**src/hdl/status_led_pattern_driver_macros.svh**
```systemverilog
// Assertion macros for the status LED pattern driver.
// Expects signals clk and rst_n in the scope of each use.
`ifndef STATUS_LED_PATTERN_DRIVER_MACROS_SVH
`define STATUS_LED_PATTERN_DRIVER_MACROS_SVH

// Check that cons holds in the same cycle as ante.
`define SLED_ASSERT_SAME(lbl, ante, cons) \
  lbl: assert property (@(posedge clk) disable iff (!rst_n) (ante) |-> (cons)) \
    else $error("status LED driver: same-cycle check failed");

// Check that cons holds in the cycle after ante.
`define SLED_ASSERT_NEXT(lbl, ante, cons) \
  lbl: assert property (@(posedge clk) disable iff (!rst_n) (ante) |=> (cons)) \
    else $error("status LED driver: next-cycle check failed");

`endif

```
**src/hdl/sled_pkg.sv**
```systemverilog
// Shared types and constants for the status LED pattern driver.
// No dependencies; used by the interfaces, sled_pattern and the top level.
package sled_pkg;

  localparam int ACTION_W = 2;
  localparam int MODE_W   = 2;
  localparam int HOLD_W   = 8;
  localparam int CNT_W    = HOLD_W + 1;
  localparam int SLOW_W   = 10;
  localparam int FAST_W   = 7;
  localparam int SEARCH_W = 11;

  typedef enum logic [ACTION_W-1:0] {
    ACT_TICK     = 2'd0,
    ACT_POWER    = 2'd1,
    ACT_CONN     = 2'd2,
    ACT_ACTIVITY = 2'd3
  } action_t;

  typedef enum logic [MODE_W-1:0] {
    MODE_OFF    = 2'd0,
    MODE_ON     = 2'd1,
    MODE_BLINK  = 2'd2,
    MODE_SEARCH = 2'd3
  } mode_t;

  localparam logic [HOLD_W-1:0] HOLD_RESET = 8'd200;

  localparam logic [SLOW_W-1:0]   SLOW_LAST   = 10'd999;
  localparam logic [SLOW_W-1:0]   SLOW_LIT    = 10'd500;
  localparam logic [FAST_W-1:0]   FAST_LAST   = 7'd99;
  localparam logic [FAST_W-1:0]   FAST_LIT    = 7'd50;
  localparam logic [SEARCH_W-1:0] SEARCH_LAST = 11'd1399;

  localparam logic [SEARCH_W-1:0] PWR_A_END  = 11'd300;
  localparam logic [SEARCH_W-1:0] PWR_B_BEG  = 11'd900;
  localparam logic [SEARCH_W-1:0] PWR_B_END  = 11'd1200;
  localparam logic [SEARCH_W-1:0] CONN_A_BEG = 11'd100;
  localparam logic [SEARCH_W-1:0] CONN_A_END = 11'd400;
  localparam logic [SEARCH_W-1:0] CONN_B_BEG = 11'd800;
  localparam logic [SEARCH_W-1:0] CONN_B_END = 11'd1100;
  localparam logic [SEARCH_W-1:0] ACT_A_BEG  = 11'd200;
  localparam logic [SEARCH_W-1:0] ACT_A_END  = 11'd500;
  localparam logic [SEARCH_W-1:0] ACT_B_BEG  = 11'd700;
  localparam logic [SEARCH_W-1:0] ACT_B_END  = 11'd1000;

  typedef struct packed {
    mode_t               power_mode;
    mode_t               conn_mode;
    mode_t               act_mode;
    logic [SLOW_W-1:0]   slow_phase;
    logic [FAST_W-1:0]   fast_phase;
    logic [SEARCH_W-1:0] search_phase;
  } led_view_t;

  typedef struct packed {
    logic power;
    logic conn;
    logic act;
  } led_bits_t;

endpackage

```
**src/hdl/sled_if.sv**
```systemverilog
// Valid/ready channel interfaces for the status LED pattern driver.
// Depends on sled_pkg for field widths.
interface sled_in_if;
  logic                          valid;
  logic                          ready;
  logic [sled_pkg::ACTION_W-1:0] action;
  logic [sled_pkg::MODE_W-1:0]   mode_value;
  logic                          force_now;

  modport source (output valid, action, mode_value, force_now, input ready);
  modport sink (input valid, action, mode_value, force_now, output ready);
endinterface

interface sled_out_if;
  logic                        valid;
  logic                        ready;
  logic                        power_led;
  logic                        connection_led;
  logic                        activity_led;
  logic [sled_pkg::MODE_W-1:0] power_mode_now;
  logic [sled_pkg::MODE_W-1:0] connection_mode_now;
  logic [sled_pkg::MODE_W-1:0] activity_mode_now;

  modport source (output valid, power_led, connection_led, activity_led,
                  power_mode_now, connection_mode_now, activity_mode_now,
                  input ready);
  modport sink (input valid, power_led, connection_led, activity_led,
                power_mode_now, connection_mode_now, activity_mode_now,
                output ready);
endinterface

```
**src/hdl/status_led_pattern_driver.sv**
```systemverilog
// Status LED pattern driver: three LEDs driven from millisecond ticks and mode writes.
// Usage: in_ch carries items (action, mode_value, force_now); out_ch returns one item
// per input item with the three LED levels and the current power, connection and
// activity modes. cfg_we/cfg_data write the activity-off hold in ticks (reset 200).
// The result is registered: an item accepted at an edge has its result valid after that edge.
// Throughput is one item per clock while out_ch.ready is high; all state updates and
// LED decode happen in the accept cycle, and a single output register holds the result.
// If the receiver stalls, the result stays registered and in_ch.ready follows
// out_ch.ready, so a new item is taken in the same cycle the held one leaves.
// Synchronous active-low reset clears all modes to off, all phases and the
// pending-off counter to zero, empties the output register and holds in_ch.ready low.
// Depends on sled_pkg, sled_if, sled_pattern and the macro header.
`include "status_led_pattern_driver_macros.svh"

module status_led_pattern_driver (
  input  logic                        clk,
  input  logic                        rst_n,
  sled_in_if.sink                     in_ch,
  sled_out_if.source                  out_ch,
  input  logic                        cfg_we,
  input  logic [sled_pkg::HOLD_W-1:0] cfg_data
);

  logic [sled_pkg::HOLD_W-1:0]   hold_r;
  logic [sled_pkg::SLOW_W-1:0]   slow_r, slow_nxt;
  logic [sled_pkg::FAST_W-1:0]   fast_r, fast_nxt;
  logic [sled_pkg::SEARCH_W-1:0] search_r, search_nxt;
  sled_pkg::mode_t               pwr_r, pwr_nxt;
  sled_pkg::mode_t               conn_r, conn_nxt;
  sled_pkg::mode_t               act_r, act_nxt;
  logic [sled_pkg::CNT_W-1:0]    cnt_r, cnt_nxt;

  logic                out_valid_r;
  sled_pkg::led_bits_t leds_r;
  sled_pkg::led_bits_t leds_nxt;
  sled_pkg::mode_t     pwr_out_r, conn_out_r, act_out_r;
  sled_pkg::led_view_t view;

  logic            in_fire;
  logic            force_off;
  sled_pkg::mode_t in_mode;

  assign in_ch.ready = rst_n && (!out_valid_r || out_ch.ready);
  assign in_fire     = in_ch.valid && in_ch.ready;
  assign in_mode     = sled_pkg::mode_t'(in_ch.mode_value);
  assign force_off   = in_fire && in_ch.action == sled_pkg::ACT_ACTIVITY &&
                       in_ch.mode_value == sled_pkg::MODE_OFF && in_ch.force_now;

  always_comb begin
    slow_nxt   = slow_r;
    fast_nxt   = fast_r;
    search_nxt = search_r;
    pwr_nxt    = pwr_r;
    conn_nxt   = conn_r;
    act_nxt    = act_r;
    cnt_nxt    = cnt_r;
    if (in_fire) begin
      unique case (sled_pkg::action_t'(in_ch.action))
        sled_pkg::ACT_TICK: begin
          slow_nxt   = (slow_r == sled_pkg::SLOW_LAST) ? '0 : slow_r + 1'b1;
          fast_nxt   = (fast_r == sled_pkg::FAST_LAST) ? '0 : fast_r + 1'b1;
          search_nxt = (search_r == sled_pkg::SEARCH_LAST) ? '0 : search_r + 1'b1;
          if (cnt_r != '0) begin
            cnt_nxt = cnt_r - 1'b1;
            if (cnt_r == sled_pkg::CNT_W'(1)) begin
              act_nxt = sled_pkg::MODE_OFF;
            end
          end
        end
        sled_pkg::ACT_POWER: begin
          if (in_mode != sled_pkg::MODE_SEARCH) begin
            pwr_nxt = in_mode;
          end
        end
        sled_pkg::ACT_CONN: begin
          if (conn_r != sled_pkg::MODE_SEARCH && in_mode == sled_pkg::MODE_SEARCH) begin
            search_nxt = '0;
          end
          conn_nxt = in_mode;
        end
        sled_pkg::ACT_ACTIVITY: begin
          unique case (in_mode)
            sled_pkg::MODE_OFF: begin
              if (in_ch.force_now) begin
                act_nxt = sled_pkg::MODE_OFF;
                cnt_nxt = '0;
              end else begin
                cnt_nxt = {1'b0, hold_r} + sled_pkg::CNT_W'(1);
              end
            end
            sled_pkg::MODE_ON: begin
              act_nxt = sled_pkg::MODE_ON;
            end
            sled_pkg::MODE_BLINK: begin
              act_nxt = sled_pkg::MODE_BLINK;
              cnt_nxt = '0;
            end
            sled_pkg::MODE_SEARCH: begin
            end
          endcase
        end
      endcase
    end
  end

  always_comb begin
    view.power_mode   = pwr_nxt;
    view.conn_mode    = conn_nxt;
    view.act_mode     = act_nxt;
    view.slow_phase   = slow_nxt;
    view.fast_phase   = fast_nxt;
    view.search_phase = search_nxt;
  end

  sled_pattern u_pattern (
    .view (view),
    .leds (leds_nxt)
  );

  always_ff @(posedge clk) begin
    if (!rst_n) begin
      hold_r      <= sled_pkg::HOLD_RESET;
      slow_r      <= '0;
      fast_r      <= '0;
      search_r    <= '0;
      pwr_r       <= sled_pkg::MODE_OFF;
      conn_r      <= sled_pkg::MODE_OFF;
      act_r       <= sled_pkg::MODE_OFF;
      cnt_r       <= '0;
      out_valid_r <= 1'b0;
    end else begin
      if (cfg_we) begin
        hold_r <= cfg_data;
      end
      slow_r   <= slow_nxt;
      fast_r   <= fast_nxt;
      search_r <= search_nxt;
      pwr_r    <= pwr_nxt;
      conn_r   <= conn_nxt;
      act_r    <= act_nxt;
      cnt_r    <= cnt_nxt;
      if (in_fire) begin
        out_valid_r <= 1'b1;
      end else if (out_ch.ready) begin
        out_valid_r <= 1'b0;
      end
    end
  end

  always_ff @(posedge clk) begin
    if (in_fire) begin
      leds_r     <= leds_nxt;
      pwr_out_r  <= pwr_nxt;
      conn_out_r <= conn_nxt;
      act_out_r  <= act_nxt;
    end
  end

  assign out_ch.valid               = out_valid_r;
  assign out_ch.power_led           = leds_r.power;
  assign out_ch.connection_led      = leds_r.conn;
  assign out_ch.activity_led        = leds_r.act;
  assign out_ch.power_mode_now      = pwr_out_r;
  assign out_ch.connection_mode_now = conn_out_r;
  assign out_ch.activity_mode_now   = act_out_r;

  `SLED_ASSERT_NEXT(a_fire_gives_result, in_fire, out_valid_r)
  `SLED_ASSERT_SAME(a_power_never_search, 1'b1, pwr_r != sled_pkg::MODE_SEARCH)
  `SLED_ASSERT_SAME(a_slow_in_range, 1'b1, slow_r <= sled_pkg::SLOW_LAST)
  `SLED_ASSERT_NEXT(a_forced_off, force_off, act_r == sled_pkg::MODE_OFF && cnt_r == '0)

endmodule

```
**src/hdl/sled_pattern.sv**
```systemverilog
// LED level decode from modes and phase counters: search chase or per-LED mode.
// Depends on sled_pkg.
module sled_pattern (
  input  sled_pkg::led_view_t view,
  output sled_pkg::led_bits_t leds
);

  logic chase_pwr;
  logic chase_conn;
  logic chase_act;
  logic slow_on;
  logic fast_on;

  always_comb begin
    chase_pwr  = (view.search_phase < sled_pkg::PWR_A_END) ||
                 (view.search_phase >= sled_pkg::PWR_B_BEG &&
                  view.search_phase < sled_pkg::PWR_B_END);
    chase_conn = (view.search_phase >= sled_pkg::CONN_A_BEG &&
                  view.search_phase < sled_pkg::CONN_A_END) ||
                 (view.search_phase >= sled_pkg::CONN_B_BEG &&
                  view.search_phase < sled_pkg::CONN_B_END);
    chase_act  = (view.search_phase >= sled_pkg::ACT_A_BEG &&
                  view.search_phase < sled_pkg::ACT_A_END) ||
                 (view.search_phase >= sled_pkg::ACT_B_BEG &&
                  view.search_phase < sled_pkg::ACT_B_END);
    slow_on = view.slow_phase < sled_pkg::SLOW_LIT;
    fast_on = view.fast_phase < sled_pkg::FAST_LIT;

    if (view.conn_mode == sled_pkg::MODE_SEARCH) begin
      leds.power = chase_pwr;
      leds.conn  = chase_conn;
      leds.act   = chase_act;
    end else begin
      leds.power = (view.power_mode == sled_pkg::MODE_ON) ||
                   (view.power_mode == sled_pkg::MODE_BLINK && slow_on);
      leds.conn  = (view.conn_mode == sled_pkg::MODE_ON) ||
                   (view.conn_mode == sled_pkg::MODE_BLINK && slow_on);
      leds.act   = (view.act_mode == sled_pkg::MODE_BLINK) && fast_on;
    end
  end

endmodule
```
**src/flat_wrapper.sv**
```systemverilog
// flat-port wrapper written by rule: the top's interface ports become plain ports
module status_led_pattern_driver_flat 
  (clk, rst_n, cfg_we, cfg_data, in_ch_valid, in_ch_action, in_ch_mode_value, in_ch_force_now, in_ch_ready, out_ch_valid, out_ch_power_led, out_ch_connection_led, out_ch_activity_led, out_ch_power_mode_now, out_ch_connection_mode_now, out_ch_activity_mode_now, out_ch_ready);
  sled_in_if in_ch_i ();
  sled_out_if out_ch_i ();
  input  logic clk;
  input  logic rst_n;
  input  logic cfg_we;
  input  logic [sled_pkg::HOLD_W-1:0] cfg_data;
  input wire logic [$bits(in_ch_i.valid)-1:0] in_ch_valid;
  input wire logic [$bits(in_ch_i.action)-1:0] in_ch_action;
  input wire logic [$bits(in_ch_i.mode_value)-1:0] in_ch_mode_value;
  input wire logic [$bits(in_ch_i.force_now)-1:0] in_ch_force_now;
  output wire logic [$bits(in_ch_i.ready)-1:0] in_ch_ready;
  output wire logic [$bits(out_ch_i.valid)-1:0] out_ch_valid;
  output wire logic [$bits(out_ch_i.power_led)-1:0] out_ch_power_led;
  output wire logic [$bits(out_ch_i.connection_led)-1:0] out_ch_connection_led;
  output wire logic [$bits(out_ch_i.activity_led)-1:0] out_ch_activity_led;
  output wire logic [$bits(out_ch_i.power_mode_now)-1:0] out_ch_power_mode_now;
  output wire logic [$bits(out_ch_i.connection_mode_now)-1:0] out_ch_connection_mode_now;
  output wire logic [$bits(out_ch_i.activity_mode_now)-1:0] out_ch_activity_mode_now;
  input wire logic [$bits(out_ch_i.ready)-1:0] out_ch_ready;
  assign in_ch_i.valid = in_ch_valid;
  assign in_ch_i.action = in_ch_action;
  assign in_ch_i.mode_value = in_ch_mode_value;
  assign in_ch_i.force_now = in_ch_force_now;
  assign in_ch_ready = in_ch_i.ready;
  assign out_ch_valid = out_ch_i.valid;
  assign out_ch_power_led = out_ch_i.power_led;
  assign out_ch_connection_led = out_ch_i.connection_led;
  assign out_ch_activity_led = out_ch_i.activity_led;
  assign out_ch_power_mode_now = out_ch_i.power_mode_now;
  assign out_ch_connection_mode_now = out_ch_i.connection_mode_now;
  assign out_ch_activity_mode_now = out_ch_i.activity_mode_now;
  assign out_ch_i.ready = out_ch_ready;
  status_led_pattern_driver u_core (.clk(clk), .rst_n(rst_n), .in_ch(in_ch_i), .out_ch(out_ch_i), .cfg_we(cfg_we), .cfg_data(cfg_data));
endmodule
```
**config.mk**
```make
export PLATFORM = sky130hd
export DESIGN_NAME = status_led_pattern_driver_flat
export DESIGN_NICKNAME = d
export VERILOG_FILES = /design/src/hdl/sled_pkg.sv /design/src/hdl/sled_if.sv /design/src/hdl/status_led_pattern_driver.sv /design/src/hdl/sled_pattern.sv /design/src/flat_wrapper.sv
export VERILOG_INCLUDE_DIRS = /design/src /design/src/hdl
export SDC_FILE = /design/constraint.sdc
export NUM_CORES = 1
export LEC_CHECK = 0
export BUFFER_PORTS_ARGS = -buffer_cell sky130_fd_sc_hd__buf_2
export CAP_MARGIN = 15
export CORE_MARGIN = 8
export CORE_UTILIZATION = 65
export CTS_BUF_LIST = sky130_fd_sc_hd__clkbuf_4 sky130_fd_sc_hd__clkbuf_8
export CTS_CLUSTER_DIAMETER = 60
export DETAILED_ROUTE_END_ITERATION = 12
export PLACE_DENSITY = 0.92
export SLEW_MARGIN = 20
export SYNTH_ARGS = -nofsm -noshare
export SYNTH_HDL_FRONTEND = slang
export SYNTH_SLANG_ARGS = --single-unit
export TNS_END_PERCENT = 50
```
**constraint.sdc**
```tcl
create_clock -name clk -period 5 [get_ports clk]
set_input_delay 1.5 -clock clk [delete_from_list [all_inputs] [get_ports clk]]
set_output_delay 1.5 -clock clk [all_outputs]
set_load 0.1 [all_outputs]
```
==> impl_metrics.env <==
export IMPL_status="finished clean"
export IMPL_post_route_worst_setup_slack_ns=0.787
export IMPL_antenna_left=0
export IMPL_cp_startpoint="rst_n"
export IMPL_hold_path_end="u_core.slow_r[1]"
export IMPL_arrival_ns=2.71
export IMPL_cp_slowest_cell="buf_2"
export IMPL_chipHeight_um=91.3
export IMPL_syn_area_um2=3690
export IMPL_clockBufferDepth=2
export IMPL_grt_setup_unrepaired="no"
export IMPL_synth_area_leaders="dfxtp_1 (28%), edfxtp_1 (7.3%), nor2_1 (6.1%)"
export IMPL_grt_first_pass_wirelength_um=15200
export IMPL_synthArstFlopShare_pct=0
export IMPL_hold_violations=0
export IMPL_htreeDepth=3
export IMPL_crit_chain="buf_2, inv_2, nor2_1, buf_2"
export IMPL_grt_pass1_vias=3395
export IMPL_cp_start_kind="input pin"
export IMPL_fin_crit_ns=4.21
export IMPL_drt_total_wl_um=8890
export IMPL_ys_warn_count=0
export IMPL_p_leak_nw=1.52
export IMPL_syn_instance_count=438
export IMPL_dpl_worst_slack_ns=0.773
export IMPL_max_slew_margin_pct=54.4
export IMPL_clk_pin_slew_ns=0.06
export IMPL_grt_max_degree=38
export IMPL_synth_main_ff_cell="dfxtp_1"
export IMPL_drtIter0Drc=252
export IMPL_regToRegSetupSlack_ns=2.05
export IMPL_syn_nets=466
export IMPL_worstReg2RegEnd="u_core.out_ch.activity_led"
export IMPL_initial_core_util_pct=67.0
export IMPL_worstRegToRegCells=9
export IMPL_cts_resized=0
export IMPL_dieArea_um2=8340
export IMPL_ctsRootBufferMaster="clkbuf_8"
export IMPL_cp_common_cell="buf_2"
export IMPL_holdBufCountCts=0
export IMPL_whs_path_depth=2
export IMPL_postCtsSetupRepairBufs=0
export IMPL_ys_top_cells_by_count="nor2_1 (60), dfxtp_1 (52), nand2_1 (32), o21ai_0 (26), inv_1 (17)"
export IMPL_place_area_um2=3830
export IMPL_crit_required_ns=3.50
export IMPL_hold_path_class="reg2reg"
export IMPL_powerDensity_nw_per_um2=268
export IMPL_end_kind="primary output"
export IMPL_port_buffers=28
export IMPL_overflow=0
export IMPL_skew_ns=0.0101
export IMPL_drive_gt1_share_pct=14.2
export IMPL_clk_latency_ns=0.34
export IMPL_rr_startpoint="u_core.search_r[0]"
export IMPL_utilization_pct=73.1
export IMPL_fin_nets=488
export IMPL_dp_hpwl_um=6240
export IMPL_yosysSeqAreaShare_pct=35.5
export IMPL_maxCapViolCount=0
export IMPL_num_rows=27
export IMPL_tightest_slew_ns=0.683
export IMPL_cts_sinks=61
export IMPL_peakVddDrop_mv=0.229
export IMPL_cts_tree="done"
export IMPL_p_total_mw=1.08
export IMPL_grt_usage_pct=21.9
export IMPL_finalCritPeriodShare_pct=84.3
export IMPL_final_max_slew_viol_count=0
export IMPL_syn_avg_cell_area_um2=8.42
export IMPL_setup_tns_ns=0
export IMPL_io_pins=29
export IMPL_final_area_um2=4030
export IMPL_num_vias=3512
export IMPL_fmax_ghz=0.237
export IMPL_setup_worst_path_class="in2out"
export IMPL_die_w_um=91.3
export IMPL_synth_edf_count=9
export IMPL_yosysTopAreaCellShare_pct=28.2
export IMPL_drtPass1Iterations=5
export IMPL_path_max_fanout=37
export IMPL_gp_congestion=0.903
export IMPL_fill_cells=419
export IMPL_antenna_found_initial=0
export IMPL_synth_seq_cells=61
export IMPL_hold_start="u_core.slow_r[1]"
export IMPL_via_per_inst=6.54
export IMPL_setup_violations=0
export IMPL_yosysMostFrequentCell="nor2_1"
export IMPL_yosysUniqueCellTypes=76
export IMPL_max_stage_delay_ns=0.43
export IMPL_antenna_cells=0
export IMPL_wire_per_inst_um=16.6
export IMPL_synth_area_leader_cell="dfxtp_1"
export IMPL_coreArea_um2=5510
export IMPL_drc_errors=0
export IMPL_cts_buffers=9
export IMPL_syn2layout_area_growth_pct=9.09
-- metal layers --
metal | vias to the layer above | part of all wire (%) | GRT usage, %
met4 | 0 | 2.6 | 13.1
li1 | 1669 | - | -
met1 | 1672 | 43 | 25.9
met5 | - | 0 | 0
met3 | 25 | 6.7 | 4.53
met2 | 146 | 48 | 35.7
-- registers in the layout (all words and copies together) (netlist names) --
signal	cells
u_core.slow_r	10
u_core.out_ch.connection_mode_now	2
u_core.out_ch.activity_mode_now	2
u_core.out_ch.power_mode_now	2
u_core.search_r	11
u_core.hold_r	8
u_core.cnt_r	9
u_core.act_r	2
u_core.conn_r	2
u_core.out_ch.power_led	1
u_core.pwr_r	2
u_core.out_ch.activity_led	1
u_core.out_ch.valid	1
u_core.fast_r	7
u_core.out_ch.connection_led	1
-- cell families after synthesis --
family | Yosys count | share of synthesized area [%]
AOI/OAI and AO/OA | 103 | 20.7
xor gates and xnor gates | 16 | 3.80
adders and majority gates | 10 | 3.39
buffers and inverters | 36 | 4.41
DFF | 61 | 35.5
muxes | 13 | 3.56
and+or+nand+nor | 199 | 28.7
-- per-stage QoR --
step           instances  hold WS (ns)
2_1_floorplan        438         0.462
3_3_place_gp         521         0.476
3_5_place_dp         521         0.484
4_1_cts              537         0.491
5_1_grt              537         0.520
6_report             537         0.496
-- worst max-delay path by stage --
stage | end | cells after the start
3_3_place_gp | u_core.out_ch.activity_led | 11
4_1_cts | in_ch_ready | 4
2_1_floorplan | in_ch_ready | 3
3_5_place_dp | u_core.out_ch.connection_led | 11
6_report | in_ch_ready | 4
5_1_grt | in_ch_ready | 4
-- layout by cell type (no fill, tap or decap), types with 6 or more instances in the layout --
master,n
inv_1,17
nand2_1,32
buf_2,28
a21oi_1,13
a22oi_1,9
ha_1,10
nor3_1,14
dfxtp_1,52
nor2_1,60
or3_1,6
and2_1,8
nor4_1,9
nor2b_1,7
clkbuf_8,9
a31oi_1,7
xor2_1,6
xnor2_1,10
nand4_1,8
and3_1,12
nand3_1,16
mux2i_1,12
o21ai_0,26
edfxtp_1,9
-- where the power goes --
part,switching [mW],internal [mW],total (mW)
clock network,0.192,0.239,0.431
logic,0.0884,0.0399,0.128
registers,0.0101,0.510,0.520
-- worst max-delay path: cells and delay by family --
family / cells / cell delay, ns
buffers and inverters: 3 / 1.02
AND/OR/NAND/NOR: 1 / 0.17
-- area by class of cell --
class / count / area, um2 / share of cell area [%]
sequential: 61 / 1310 / 32.6
clock inverter: 5 / 52.6 / 1.31
clock buffer: 11 / 139 / 3.45
timing repair buffer: 28 / 140 / 3.48
multi-input combinational: 341 / 2220 / 55.1
inverter: 19 / 76.3 / 1.90
tap: 72 / 90.1 / 2.24
Power figures use the tool's default switching activity.
